## src/sv/tlb_fully_associative_replace_assert.svh

```systemverilog
// Assertion macros for the translation buffer
`ifndef TLB_FULLY_ASSOCIATIVE_REPLACE_ASSERT_SVH
`define TLB_FULLY_ASSOCIATIVE_REPLACE_ASSERT_SVH

`define TLB_ASSERT_IMPL(label, clk, rst_n, prop, msg) \
  label: assert property (@(posedge clk) disable iff (!rst_n) prop) else $error(msg);

`define TLB_ASSERT_NEVER(label, clk, rst_n, cond, msg) \
  label: assert property (@(posedge clk) disable iff (!rst_n) !(cond)) else $error(msg);

`endif

```

## src/sv/tlbfa_pkg.sv

```systemverilog
`default_nettype none
package tlbfa_pkg;
  localparam int TLB_DEPTH = 16;
  localparam int PAGE_BITS = 20;
  localparam int FRAME_BITS = 20;
  localparam int TIME_BITS = 32;
  localparam int IDX_BITS = $clog2(TLB_DEPTH);
  localparam int CNT_BITS = 5;
  localparam int CFG_ADDR_BITS = 1;
  localparam int CFG_DATA_BITS = 5;

  localparam logic [1:0] OP_LOOKUP = 2'd0;
  localparam logic [1:0] OP_INSERT = 2'd1;
  localparam logic [1:0] OP_INVAL  = 2'd2;

  localparam logic [CFG_ADDR_BITS-1:0] CFG_ENTRIES = 1'd0;
  localparam logic [CFG_ADDR_BITS-1:0] CFG_POLICY  = 1'd1;

  typedef struct packed {
    logic load;
    logic scan_step;
    logic commit;
  } tlbfa_cmd_t;

  typedef struct packed {
    logic scan_last;
  } tlbfa_sts_t;
endpackage
`default_nettype wire

```

## src/sv/tlbfa_if.sv

```systemverilog
`default_nettype none
interface tlbfa_in_if;
  logic valid;
  logic ready;
  logic [1:0] opcode;
  logic [19:0] page_number;
  logic [19:0] frame_in;
  logic [31:0] now;
  modport source (output valid, opcode, page_number, frame_in, now, input ready);
  modport sink (input valid, opcode, page_number, frame_in, now, output ready);
endinterface

interface tlbfa_out_if;
  logic valid;
  logic ready;
  logic hit;
  logic [19:0] frame_out;
  modport source (output valid, hit, frame_out, input ready);
  modport sink (input valid, hit, frame_out, output ready);
endinterface
`default_nettype wire

```

## src/sv/tlbfa_ctrl.sv

```systemverilog
`default_nettype none
module tlbfa_ctrl (
  input  wire logic clk,
  input  wire logic rst_n,
  input  wire logic in_valid,
  output logic in_ready,
  output logic out_valid,
  input  wire logic out_ready,
  output tlbfa_pkg::tlbfa_cmd_t cmd,
  input  wire tlbfa_pkg::tlbfa_sts_t sts
);
  import tlbfa_pkg::*;
  localparam logic [1:0] S_IDLE = 2'd0;
  localparam logic [1:0] S_SCAN = 2'd1;
  localparam logic [1:0] S_DONE = 2'd2;

  logic [1:0] state_r, state_nxt;
  logic ovalid_r, ovalid_nxt;

  assign in_ready = (state_r == S_IDLE);
  assign out_valid = ovalid_r;

  always_comb begin
    state_nxt = state_r;
    ovalid_nxt = ovalid_r & ~out_ready;
    cmd = '0;
    unique case (state_r)
      S_IDLE: begin
        if (in_valid) begin
          cmd.load = 1'b1;
          state_nxt = S_SCAN;
        end
      end
      S_SCAN: begin
        cmd.scan_step = 1'b1;
        if (sts.scan_last) state_nxt = S_DONE;
      end
      S_DONE: begin
        if (!ovalid_r || out_ready) begin
          cmd.commit = 1'b1;
          ovalid_nxt = 1'b1;
          state_nxt = S_IDLE;
        end
      end
      default: state_nxt = S_IDLE;
    endcase
  end

  always_ff @(posedge clk) begin
    if (!rst_n) begin
      state_r <= S_IDLE;
      ovalid_r <= 1'b0;
    end else begin
      state_r <= state_nxt;
      ovalid_r <= ovalid_nxt;
    end
  end
endmodule
`default_nettype wire

```

## src/sv/tlbfa_dp.sv

```systemverilog
`default_nettype none
module tlbfa_dp (
  input  wire logic clk,
  input  wire logic rst_n,
  input  wire tlbfa_pkg::tlbfa_cmd_t cmd,
  output tlbfa_pkg::tlbfa_sts_t sts,
  input  wire logic [1:0] in_opcode,
  input  wire logic [tlbfa_pkg::PAGE_BITS-1:0] in_page,
  input  wire logic [tlbfa_pkg::FRAME_BITS-1:0] in_frame,
  input  wire logic [tlbfa_pkg::TIME_BITS-1:0] in_now,
  input  wire logic [tlbfa_pkg::CNT_BITS-1:0] entries_in_use,
  input  wire logic replace_policy,
  output logic hit,
  output logic [tlbfa_pkg::FRAME_BITS-1:0] frame_out
);
  import tlbfa_pkg::*;
  localparam int QBITS = 2;
  localparam int QLEN = TLB_DEPTH / 4;

  logic [TLB_DEPTH-1:0] valid_r;
  logic [PAGE_BITS-1:0] page_r [TLB_DEPTH];
  logic [FRAME_BITS-1:0] frame_r [TLB_DEPTH];
  logic [TIME_BITS-1:0] use_r [TLB_DEPTH];
  logic [TIME_BITS-1:0] load_r [TLB_DEPTH];

  logic [1:0] op_r;
  logic [PAGE_BITS-1:0] pg_r;
  logic [FRAME_BITS-1:0] fr_r;
  logic [TIME_BITS-1:0] now_r;
  logic [CNT_BITS-1:0] cnt_r;
  logic [QBITS-1:0] qtr_r;

  logic mfound_r, ifound_r;
  logic [IDX_BITS-1:0] midx_r, iidx_r, vidx_r;
  logic [TIME_BITS-1:0] vtime_r;
  logic hit_r;
  logic [FRAME_BITS-1:0] fout_r;

  logic [TLB_DEPTH-1:0] act;
  always_comb begin
    for (int i = 0; i < TLB_DEPTH; i++) act[i] = (CNT_BITS'(i) < cnt_r);
  end

  // Scan a quarter of the slots per cycle, keeping the running first match,
  // first free slot and oldest time.
  logic mf, ff;
  logic [IDX_BITS-1:0] mi, fi, vi;
  logic [TIME_BITS-1:0] vt;
  always_comb begin
    logic [IDX_BITS-1:0] k;
    logic [TIME_BITS-1:0] t;
    mf = mfound_r; mi = midx_r;
    ff = ifound_r; fi = iidx_r;
    vi = vidx_r; vt = vtime_r;
    for (int j = 0; j < QLEN; j++) begin
      k = IDX_BITS'(qtr_r) * IDX_BITS'(QLEN) + IDX_BITS'(j);
      t = replace_policy ? use_r[k] : load_r[k];
      if (act[k]) begin
        if (!mf && valid_r[k] && page_r[k] == pg_r) begin
          mf = 1'b1; mi = k;
        end
        if (!ff && !valid_r[k]) begin
          ff = 1'b1; fi = k;
        end
        if (k == '0 || t < vt) begin
          vt = t; vi = k;
        end
      end
    end
  end

  assign sts.scan_last = (qtr_r == QBITS'(QLEN == 0 ? 0 : 3));

  logic do_ok;
  assign do_ok = (cnt_r != '0) && (op_r <= OP_INVAL);

  always_ff @(posedge clk) begin
    if (cmd.load) begin
      op_r <= in_opcode;
      pg_r <= in_page;
      fr_r <= in_frame;
      now_r <= in_now;
      cnt_r <= (entries_in_use > CNT_BITS'(TLB_DEPTH)) ? CNT_BITS'(TLB_DEPTH)
                                                        : entries_in_use;
      qtr_r <= '0;
      mfound_r <= 1'b0;
      ifound_r <= 1'b0;
      midx_r <= '0; iidx_r <= '0; vidx_r <= '0; vtime_r <= '0;
    end else if (cmd.scan_step) begin
      qtr_r <= qtr_r + 1'b1;
      mfound_r <= mf; midx_r <= mi;
      ifound_r <= ff; iidx_r <= fi;
      vidx_r <= vi; vtime_r <= vt;
    end
    if (cmd.commit) begin
      hit_r <= 1'b0;
      fout_r <= '0;
      if (do_ok) begin
        unique case (op_r)
          OP_LOOKUP: if (mfound_r) begin
            use_r[midx_r] <= now_r;
            hit_r <= 1'b1;
            fout_r <= frame_r[midx_r];
          end
          OP_INSERT: begin
            if (mfound_r) begin
              frame_r[midx_r] <= fr_r;
              use_r[midx_r] <= now_r;
              hit_r <= 1'b1;
            end else begin
              page_r[ifound_r ? iidx_r : vidx_r] <= pg_r;
              frame_r[ifound_r ? iidx_r : vidx_r] <= fr_r;
              use_r[ifound_r ? iidx_r : vidx_r] <= now_r;
              load_r[ifound_r ? iidx_r : vidx_r] <= now_r;
            end
          end
          OP_INVAL: if (mfound_r) hit_r <= 1'b1;
          default: ;
        endcase
      end
    end
  end

  always_ff @(posedge clk) begin
    if (!rst_n) begin
      valid_r <= '0;
    end else if (cmd.commit && do_ok) begin
      if (op_r == OP_INSERT && !mfound_r)
        valid_r[ifound_r ? iidx_r : vidx_r] <= 1'b1;
      else if (op_r == OP_INVAL && mfound_r)
        valid_r[midx_r] <= 1'b0;
    end
  end

  assign hit = hit_r;
  assign frame_out = fout_r;
endmodule
`default_nettype wire

```

## src/sv/tlb_fully_associative_replace.sv

```systemverilog
// Each accepted request is scanned in 4 steps, then committed to the output.
// The scan covers 16 slots, 4 slots per cycle, in the shared match/victim unit;
//   a new request is accepted only once the previous one has committed.
// A finished result may wait in the output register while the next scan runs.
// Reset (synchronous, rst_n low) clears all valid bits, the controller and
//   the configuration registers (entries_in_use 16, replace_policy FIFO).
`default_nettype none
`include "tlb_fully_associative_replace_assert.svh"
module tlb_fully_associative_replace (
  input  wire logic clk,
  input  wire logic rst_n,
  tlbfa_in_if.sink in_ch,
  tlbfa_out_if.source out_ch,
  input  wire logic cfg_we,
  input  wire logic [tlbfa_pkg::CFG_ADDR_BITS-1:0] cfg_index,
  input  wire logic [tlbfa_pkg::CFG_DATA_BITS-1:0] cfg_data
);
  import tlbfa_pkg::*;

  logic [CNT_BITS-1:0] entries_r;
  logic policy_r;
  tlbfa_cmd_t cmd;
  tlbfa_sts_t sts;

  always_ff @(posedge clk) begin
    if (!rst_n) begin
      entries_r <= CNT_BITS'(TLB_DEPTH);
      policy_r <= 1'b0;
    end else if (cfg_we) begin
      unique case (cfg_index)
        CFG_ENTRIES: entries_r <= cfg_data;
        CFG_POLICY: policy_r <= cfg_data[0];
        default: ;
      endcase
    end
  end

  tlbfa_ctrl u_ctrl (
    .clk(clk), .rst_n(rst_n),
    .in_valid(in_ch.valid), .in_ready(in_ch.ready),
    .out_valid(out_ch.valid), .out_ready(out_ch.ready),
    .cmd(cmd), .sts(sts)
  );

  tlbfa_dp u_dp (
    .clk(clk), .rst_n(rst_n), .cmd(cmd), .sts(sts),
    .in_opcode(in_ch.opcode), .in_page(in_ch.page_number),
    .in_frame(in_ch.frame_in), .in_now(in_ch.now),
    .entries_in_use(entries_r), .replace_policy(policy_r),
    .hit(out_ch.hit), .frame_out(out_ch.frame_out)
  );

  `TLB_ASSERT_IMPL(a_accept_to_scan, clk, rst_n, (in_ch.valid && in_ch.ready) |=> !in_ch.ready, "request accepted but controller stayed idle")
  `TLB_ASSERT_NEVER(a_commit_no_load, clk, rst_n, cmd.commit && cmd.load, "commit and load together")
  `TLB_ASSERT_IMPL(a_commit_valid, clk, rst_n, cmd.commit |=> out_ch.valid, "commit without result")
endmodule
`default_nettype wire

```

## src/flat_wrapper.sv

```systemverilog
// flat-port wrapper written by rule: the top's interface ports become plain ports
module tlb_fully_associative_replace_flat import tlbfa_pkg::*;
  (clk, rst_n, cfg_we, cfg_index, cfg_data, in_ch_valid, in_ch_opcode, in_ch_page_number, in_ch_frame_in, in_ch_now, in_ch_ready, out_ch_valid, out_ch_hit, out_ch_frame_out, out_ch_ready);
  tlbfa_in_if in_ch_i ();
  tlbfa_out_if out_ch_i ();
  input  wire logic clk;
  input  wire logic rst_n;
  input  wire logic cfg_we;
  input  wire logic [tlbfa_pkg::CFG_ADDR_BITS-1:0] cfg_index;
  input  wire logic [tlbfa_pkg::CFG_DATA_BITS-1:0] cfg_data;
  input wire logic [$bits(in_ch_i.valid)-1:0] in_ch_valid;
  input wire logic [$bits(in_ch_i.opcode)-1:0] in_ch_opcode;
  input wire logic [$bits(in_ch_i.page_number)-1:0] in_ch_page_number;
  input wire logic [$bits(in_ch_i.frame_in)-1:0] in_ch_frame_in;
  input wire logic [$bits(in_ch_i.now)-1:0] in_ch_now;
  output wire logic [$bits(in_ch_i.ready)-1:0] in_ch_ready;
  output wire logic [$bits(out_ch_i.valid)-1:0] out_ch_valid;
  output wire logic [$bits(out_ch_i.hit)-1:0] out_ch_hit;
  output wire logic [$bits(out_ch_i.frame_out)-1:0] out_ch_frame_out;
  input wire logic [$bits(out_ch_i.ready)-1:0] out_ch_ready;
  assign in_ch_i.valid = in_ch_valid;
  assign in_ch_i.opcode = in_ch_opcode;
  assign in_ch_i.page_number = in_ch_page_number;
  assign in_ch_i.frame_in = in_ch_frame_in;
  assign in_ch_i.now = in_ch_now;
  assign in_ch_ready = in_ch_i.ready;
  assign out_ch_valid = out_ch_i.valid;
  assign out_ch_hit = out_ch_i.hit;
  assign out_ch_frame_out = out_ch_i.frame_out;
  assign out_ch_i.ready = out_ch_ready;
  tlb_fully_associative_replace u_core (.clk(clk), .rst_n(rst_n), .in_ch(in_ch_i), .out_ch(out_ch_i), .cfg_we(cfg_we), .cfg_index(cfg_index), .cfg_data(cfg_data));
endmodule
```

## config.mk

```make
export PLATFORM = sky130hd
export DESIGN_NAME = tlb_fully_associative_replace_flat
export DESIGN_NICKNAME = d
export VERILOG_FILES = /design/src/sv/tlbfa_pkg.sv /design/src/sv/tlbfa_if.sv /design/src/sv/tlbfa_ctrl.sv /design/src/sv/tlbfa_dp.sv /design/src/sv/tlb_fully_associative_replace.sv /design/src/flat_wrapper.sv
export VERILOG_INCLUDE_DIRS = /design/src /design/src/sv
export SDC_FILE = /design/constraint.sdc
export NUM_CORES = 2
export LEC_CHECK = 0
export ABC_AREA = 1
export BUFFER_PORTS_ARGS = -buffer_cell sky130_fd_sc_hd__buf_2
export CAP_MARGIN = 15
export CORE_MARGIN = 2
export CORE_UTILIZATION = 46
export CTS_CLUSTER_SIZE = 40
export DETAILED_ROUTE_END_ITERATION = 7
export GPL_TIMING_DRIVEN = 0
export PLACE_DENSITY = 0.64
export SETUP_SLACK_MARGIN = 0.2
export SLEW_MARGIN = 20
export SYNTH_ARGS = -nofsm -noshare
export SYNTH_HDL_FRONTEND = slang
export SYNTH_SLANG_ARGS = --single-unit
```

## constraint.sdc

```tcl
create_clock -name clk -period 13.3 [get_ports clk]
set_input_delay 1.33 -clock clk [delete_from_list [all_inputs] [get_ports clk]]
set_output_delay 1.33 -clock clk [all_outputs]
set_load 0.005 [all_outputs]
```

==> Word-level counts from Yosys, hierarchy flattened <==
Memory sizes are Yosys's and may differ from the RTL's. A register that Yosys moved wholly into a read port is not among the register bits.
Index checks and enable logic that the tools add are counted.
{ "op_classes": {"n_addsub": 4, "order_cmp": 30, "n_eq_ne": 12, "mux": 113, "bitwise_logic": 7, "reduce_logical": 54} }
{ "ops": {"columns": ["cell", "count"], "rows": [
  ["32-bit two-way mux", 14],
  ["4-bit two-way mux", 33],
  ["32-bit less-than comparator", 4],
  ["20-bit == test", 4],
  ["1-bit two-way mux", 49],
  ["4-bit by 5-bit less-than comparator with 1-bit output, first input constant", 8],
  ["16-bit two-way mux", 2],
  ["32-bit OR reduction", 1],
  ["4-bit by 5-bit less-than comparator with 1-bit output, second input constant", 6],
  ["1-bit binary-select mux with 4-bit select", 6],
  ["3-bit by 5-bit less-than comparator with 1-bit output, first input constant", 4],
  ["20-bit two-way mux", 1],
  ["20-bit OR reduction", 1],
  ["1-bit logical AND", 18],
  ["16-bit bitwise AND", 1],
  ["4-bit logical NOT", 4],
  ["16-bit inverter", 1],
  ["16-bit OR", 1],
  ["1-bit logical NOT", 14],
  ["1-bit by 5-bit less-than comparator with 1-bit output, first input constant", 2],
  ["2-bit by 5-bit less-than comparator with 1-bit output, first input constant", 2],
  ["4-bit by 2-bit adder with 4-bit output, second input constant", 2],
  ["1-bit demux with 4-bit select", 2],
  ["4-bit by 1-bit >= comparator with 1-bit output, second input constant", 2],
  ["21 further kinds", 38]
]} }
{ "totals": {"register_bits": 153, "ramBits": 1664, "in_bits": 85, "word_cells": 242, "memories": 4} }
{ "memory_table": {"columns": ["name", "words", "width", "read_ports", "rd_ports_with_merged_regs", "wr", "line", "rtl"], "rows": [
  ["u_core.u_dp.load_r", 16, 32, 4, 1, 1, "tlbfa_dp.sv:24", "logic [TIME_BITS-1:0] load_r [TLB_DEPTH];"],
  ["u_core.u_dp.use_r", 16, 32, 4, 1, 1, "tlbfa_dp.sv:23", "logic [TIME_BITS-1:0] use_r [TLB_DEPTH];"],
  ["u_core.u_dp.frame_r", 16, 20, 1, 1, 1, "tlbfa_dp.sv:22", "logic [FRAME_BITS-1:0] frame_r [TLB_DEPTH];"],
  ["u_core.u_dp.page_r", 16, 20, 4, 1, 1, "tlbfa_dp.sv:21", "logic [PAGE_BITS-1:0] page_r [TLB_DEPTH];"]
]} }

==> Depth between registers and ports, before layout <==
{ "depth": {"word_depth": 21, "ltp_mapped": 73, "ltp_nobuf": 62} }

==> Modules after synthesis <==
Synthesis repeated with hierarchy kept, for this count alone.
{ "unflattened": {"hier_cells": 6035, "area_unflattened_um2": 75069.5} }
{ "modules_own_cells": {"columns": ["mod", "instances", "cells_each", "area_per_inst_um2", "seq_area_each_um2"], "rows": [
  ["tlbfa_dp", 1, 5978, 74664.1, 54292.1],
  ["tlb_fully_associative_replace", 1, 37, 259.0, 120.1],
  ["tlbfa_ctrl", 1, 20, 146.4, 60.1]
]} }

==> Worst setup path after synthesis <==
Ideal clock, no wire load.
{ "synth_timing": {"kind": "register to register", "from": "register with a tool-made name", "to": "register u_core.u_dp.vidx_r[2]", "t_arrival_ns": 9.121, "required_time_ns": 13.023, "path_slack_ns": 3.901, "stages_incl_launch_ff": 60, "n_path_buf": 11, "cell_sequence": "dfxtp_1 > inv_2 > clkbuf_1 > clkbuf_1 > clkbuf_1 > clkbuf_1 > clkbuf_1 > nor2_1 > o22ai_1 > nor2_1 > a31oi_1 > ha_1 > a21oi_1 > nand3b_1 > a21oi_1 > a2111oi_0 > nand2_1 > nand2_1 > (+24 left out) > a2111oi_0 > nand2_1 > clkbuf_1 > clkbuf_1 > nand2_1 > o21ai_0 > ha_1 > a21oi_1 > o21ai_0 > nand3_1 > nand2_1 > nand2_1 > a21oi_1 > a211oi_2 > clkbuf_1 > nand3_1 > nand3_1 > a21oi_1"} }
{ "synth_rtl": {"columns": ["element", "line", "rtl"], "rows": [
  ["end signal: assignment", "tlbfa_dp.sv:93", "vidx_r <= vi; vtime_r <= vt;"],
  ["end: declaration", "tlbfa_dp.sv:34", "logic [IDX_BITS-1:0] midx_r, iidx_r, vidx_r;"]
]} }

==> Worst setup path in the final report <==
{ "layout_timing": {"from": "register u_core.u_dp.qtr_r[1]", "to": "register u_core.u_dp.vtime_r[13]"} }
{ "layout_via": {"elab_chain_len": 16, "word_cells_on_any_way": 35, "cone_classes": "3 x add/sub; 3 x order compare; 19 x mux; 8 x reduce/logical; 2 x memory"} }
{ "layout_rtl": {"columns": ["element", "line", "rtl"], "rows": [
  ["start: declaration", "tlbfa_dp.sv:31", "logic [QBITS-1:0] qtr_r;"],
  ["start signal: assignment", "tlbfa_dp.sv:90", "qtr_r <= qtr_r + 1'b1;"],
  ["parallel branches: the longest is 15 deep, another holds memory 16 x 32 bit", null, null],
  ["32-bit two-way mux (*)", "tlbfa_dp.sv:58", "if (act[k]) begin"],
  ["end signal: assignment", "tlbfa_dp.sv:93", null],
  ["end: declaration", "tlbfa_dp.sv:35", "logic [TIME_BITS-1:0] vtime_r;"]
]} }
Mark *: on every way between the ends. The select of a mux whose other input is x is not followed.
A chain may end at the register's enable or synchronous reset.

==> key figures <==
Clock tree
  – Post-CTS Hold Buffers: 0
  – CTS Buf Count: 184
  – Clock root buffer: clkbuf_16
  – CTS Sinks: 1,839
  – # Post-CTS Setup Buffers: 0
  – CTS Buffer Depth: 3
  – CTS tree: yes
  – Skew-Pair Late Insertion Delay: 0.85 ns
  – CTS H-tree lvls: 4
  – Clock transition at path regs: 0.07 ns

Yosys
  – Synth Instances: 5,990
  – Yosys reg bits: 1,839
  – Yosys cell types: 47
  – Xor and xnor area share after synthesis: 0.351%
  – Post-Synth Simple-Gate Area: 10.2%
  – Compound-Gate Fraction of Synth Area: 11.6%
  – Largest family of logic cells by synthesized area: compound AO/OA/AOI/OAI gates
  – Mean area per synthesized cell: 12.5 sq um
  – Post-Synth Adder-Cell Area: 2.06%
  – Sequential area share after synthesis: 72.8%
  – Syn Nets: 6,198
  – Post-synth EDFFs: 1,764
  – Post-synth top flop: edfxtp_1
  – Synthesized cell area: 74,800 sq um
  – Yosys warns: 0
  – Mux share of post-synthesis cell area: 0%
  – FFs w/ async S/R, synth: 0%

Timing
  – Worst Slack Setup Final: 0.819 ns
  – Final count of hold timing violations: 0
  – Final setup vio count: 0
  – Final period util: 93.8%
  – RSZ-0062 raised after global routing: false
  – Slew Limit Fails: 0
  – Setup TNS: 0 ns
  – Worst relative slew slack: 16.4%
  – Setup Skew: 0.0433 ns
  – Measured slew at the worst slew-check pin: 1.25 ns
  – Max Fclk: 0.0801 GHz
  – Tmin final: 12.48 ns

Layout
  – Layout area overhead: 16.5%
  – Design area: 87,200 sq um
  – Layout cells sized above 1: 10.4%
  – Final Core Density: 53.7%
  – Fill count: 13,600
  – Layout Nets: 6,645

Power
  – Peak supply drop: 0.000150 V
  – Leak: 29.8 nW
  – Pwr per Cell Area: 184 nW/um^2
  – Final Power: 16.0 mW

Run
  – Number of max-cap violations: 0

Floorplan
  – DIE HEIGHT: 407 um
  – Initial core utilization: 46.1%
  – Core area: 162,000 sq um
  – Boundary pin count: 108
  – Die X: 407 um
  – Die ar.: 166,000 sq um
  – Rows: 148

Worst setup path
  – Crit Path Max Fanout: 10
  – CP peak stage delay: 0.63 ns
  – WP buf/inv: 16
  – CP required: 14.01 ns
  – Critical Path End Type: register
  – Slowest cell on crit path: a2111oi_0
  – CP top delay family: buffers and inverters
  – Setup CP Type: register to register
  – Reg2Reg Setup Slack: 0.82 ns
  – Critical path arrival: 13.19 ns
  – Worst setup SP type: register

Placed design
  – Buffers on Ports: 107
  – GPL Wtd Cong: 0.987
  – Pre-CTS setup slack: -1.65 ns
  – Hpwl dp: 163,000 um
  – Placed instance area: 80,800 sq um

Drt
  – Final ANT Viol Nets: 0
  – Routed len/inst: 26.5 um
  – Via density per instance: 5.88
  – DRT Pass-1 Iters: 6
  – Vias: 51,579
  – Detailed Route Iter0 Violations: 6,395
  – Routed WL: 232,000 um
  – DRC viols: 0

Worst hold path
  – Worst hold path type: register to register

Global route
  – All-layer global routing usage: 27.4%
  – Initial antenna violation count: 5
  – Gr ovfl total: 0
  – Vias in the first global route: 48,648
  – Global-route wire length before repair: 333,000 um
  – Largest net degree at the start of global routing: 46

Status
  – Outcome: finished clean
[worst register-to-register path, delay by kind of cell (launching register included)]
kind	cells	cell delay (ns)
compound gates	15	3.62
buf+inv	16	5.68
flops	1	0.32
fa+ha+maj	4	1.28
simple gates	15	1.49
[power breakdown]
| part | internal [mW] | total, mW | switching, mW |
|---|---|---|---|
| Combinational | 1.23 | 4.12 | 2.89 |
| Clock | 3.10 | 5.37 | 2.27 |
| Sequential | 6.43 | 6.53 | 0.108 |
[synthesized netlist by cell type, types with 3 or more instances]
master	number	area share [%]
a2111oi_0	5	0.059
a211oi_1	17	0.17
a21oi_1	165	1.1
a221oi_1	14	0.16
a22oi_1	162	1.6
a31oi_1	89	0.74
a32o_1	40	0.54
a32oi_1	9	0.11
a41oi_1	22	0.26
buf_1	35	0.18
buf_2	11	0.074
buf_6	3	0.045
clkbuf_1	302	1.5
dfxtp_1	75	2.0
edfxtp_1	1764	71
ha_1	123	2.1
inv_1	231	1.2
inv_2	10	0.050
nand2_1	767	3.8
nand2_4	3	0.045
nand3_1	131	0.88
nand4_1	31	0.26
nor2_1	945	4.7
nor3_1	21	0.14
nor4_1	13	0.11
o2111ai_1	7	0.082
o211ai_1	5	0.050
o21ai_0	735	4.9
o221ai_1	5	0.059
o22ai_1	193	1.6
or2_2	7	0.059
xnor2_1	5	0.059
xor2_1	25	0.29
[layout by cell type (no fill, tap or decap), types with 36 or more instances in the layout]
| cell type | count |
|---|---|
| a21oi_1 | 165 |
| clkinv_1 | 36 |
| a31oi_1 | 79 |
| clkbuf_1 | 288 |
| inv_1 | 223 |
| buf_8 | 47 |
| buf_4 | 42 |
| ha_1 | 123 |
| clkbuf_2 | 41 |
| nor2_1 | 911 |
| dfxtp_1 | 75 |
| nand3_1 | 131 |
| a22oi_1 | 162 |
| a32o_1 | 40 |
| clkbuf_16 | 187 |
| clkinv_2 | 37 |
| o21ai_0 | 730 |
| buf_2 | 120 |
| nand2_1 | 767 |
| o22ai_1 | 193 |
| edfxtp_1 | 1764 |
[per-stage QoR]
stage	instances	hold slack, ns
after global placement	8272	0.455
after global routing	8770	0.482
after floorplan	5990	0.444
after CTS	8769	0.469
final	8771	0.470
after detailed placement	8426	0.459
[cell families (layout without fill, tap and decap cells)]
| logic type | Yosys count | in the layout |
|---|---|---|
| other | 0 | 1 |
| flip-flops | 1839 | 1839 |
| XOR/XNOR | 30 | 30 |
| buffers and inverters | 593 | 1198 |
| adder cells (fa/ha/maj) | 123 | 123 |
| AO/OA/AOI/OAI | 1479 | 1479 |
| AND/OR/NAND/NOR | 1926 | 1926 |
[metal layers]
| metal | up-vias | global-route usage [%] | part of all wire (%) |
|---|---|---|---|
| met5 | - | 0 | 0 |
| met4 | 0 | 10.3 | 3.8 |
| met3 | 396 | 4.64 | 9.8 |
| met2 | 2842 | 42.5 | 46 |
| met1 | 25444 | 38.8 | 41 |
| li1 | 22897 | - | - |
[registers in the layout (all words and copies together), names as in the netlist, 2 cells and up, named ones only]
name and cells:
u_core.u_dp.vidx_r 4, u_core.u_dp.fr_r 20, u_core.u_dp.load_r 512, u_core.u_dp.op_r 2, u_core.u_dp.use_r 512, u_core.u_dp.valid_r 16, u_core.u_dp.page_r 320, u_core.u_ctrl.state_r 2
u_core.u_dp.qtr_r 2, u_core.u_dp.now_r 32, u_core.u_dp.vtime_r 32, u_core.u_dp.cnt_r 5, u_core.u_dp.pg_r 20, u_core.u_dp.iidx_r 4, u_core.u_dp.frame_out 20, u_core.u_dp.frame_r 320
u_core.entries_r 5, u_core.u_dp.midx_r 4
[path summary, 6_finish.rpt]
kind / from / to / cells past startpoint
max: u_core.u_dp.qtr_r[1] / u_core.u_dp.vtime_r[13] / 50
min: u_core.u_dp.vtime_r[7] / u_core.u_dp.vtime_r[7] / 2
max reg2reg: u_core.u_dp.qtr_r[1] / u_core.u_dp.vtime_r[13] / 50
min reg2reg: u_core.u_dp.vtime_r[7] / u_core.u_dp.vtime_r[7] / 2
[area by class of cell]
cell class | count | area [sq um] | area share [%]
Clock buffer | 222 | 4850 | 5.57
Timing Repair Buffer | 262 | 2920 | 3.35
Sequential cell | 1839 | 54500 | 62.5
Inverter | 242 | 928 | 1.07
Multi-Input combinational cell | 3558 | 18500 | 21.2
Antenna cell | 1 | 2.50 | 0.00287
Clock inverter | 122 | 1370 | 1.57
Tap cell | 2175 | 2720 | 3.12
Buffer | 350 | 1410 | 1.62
[what timing repair did]
item	in CTS	in global routing
gates resized for setup	25	58
hold endpoints to repair	0	0
pin swaps	0	0
cloned	0	0
endpoints found under the setup margin	36	36
No activity file was read; power rests on OpenSTA's default activity.
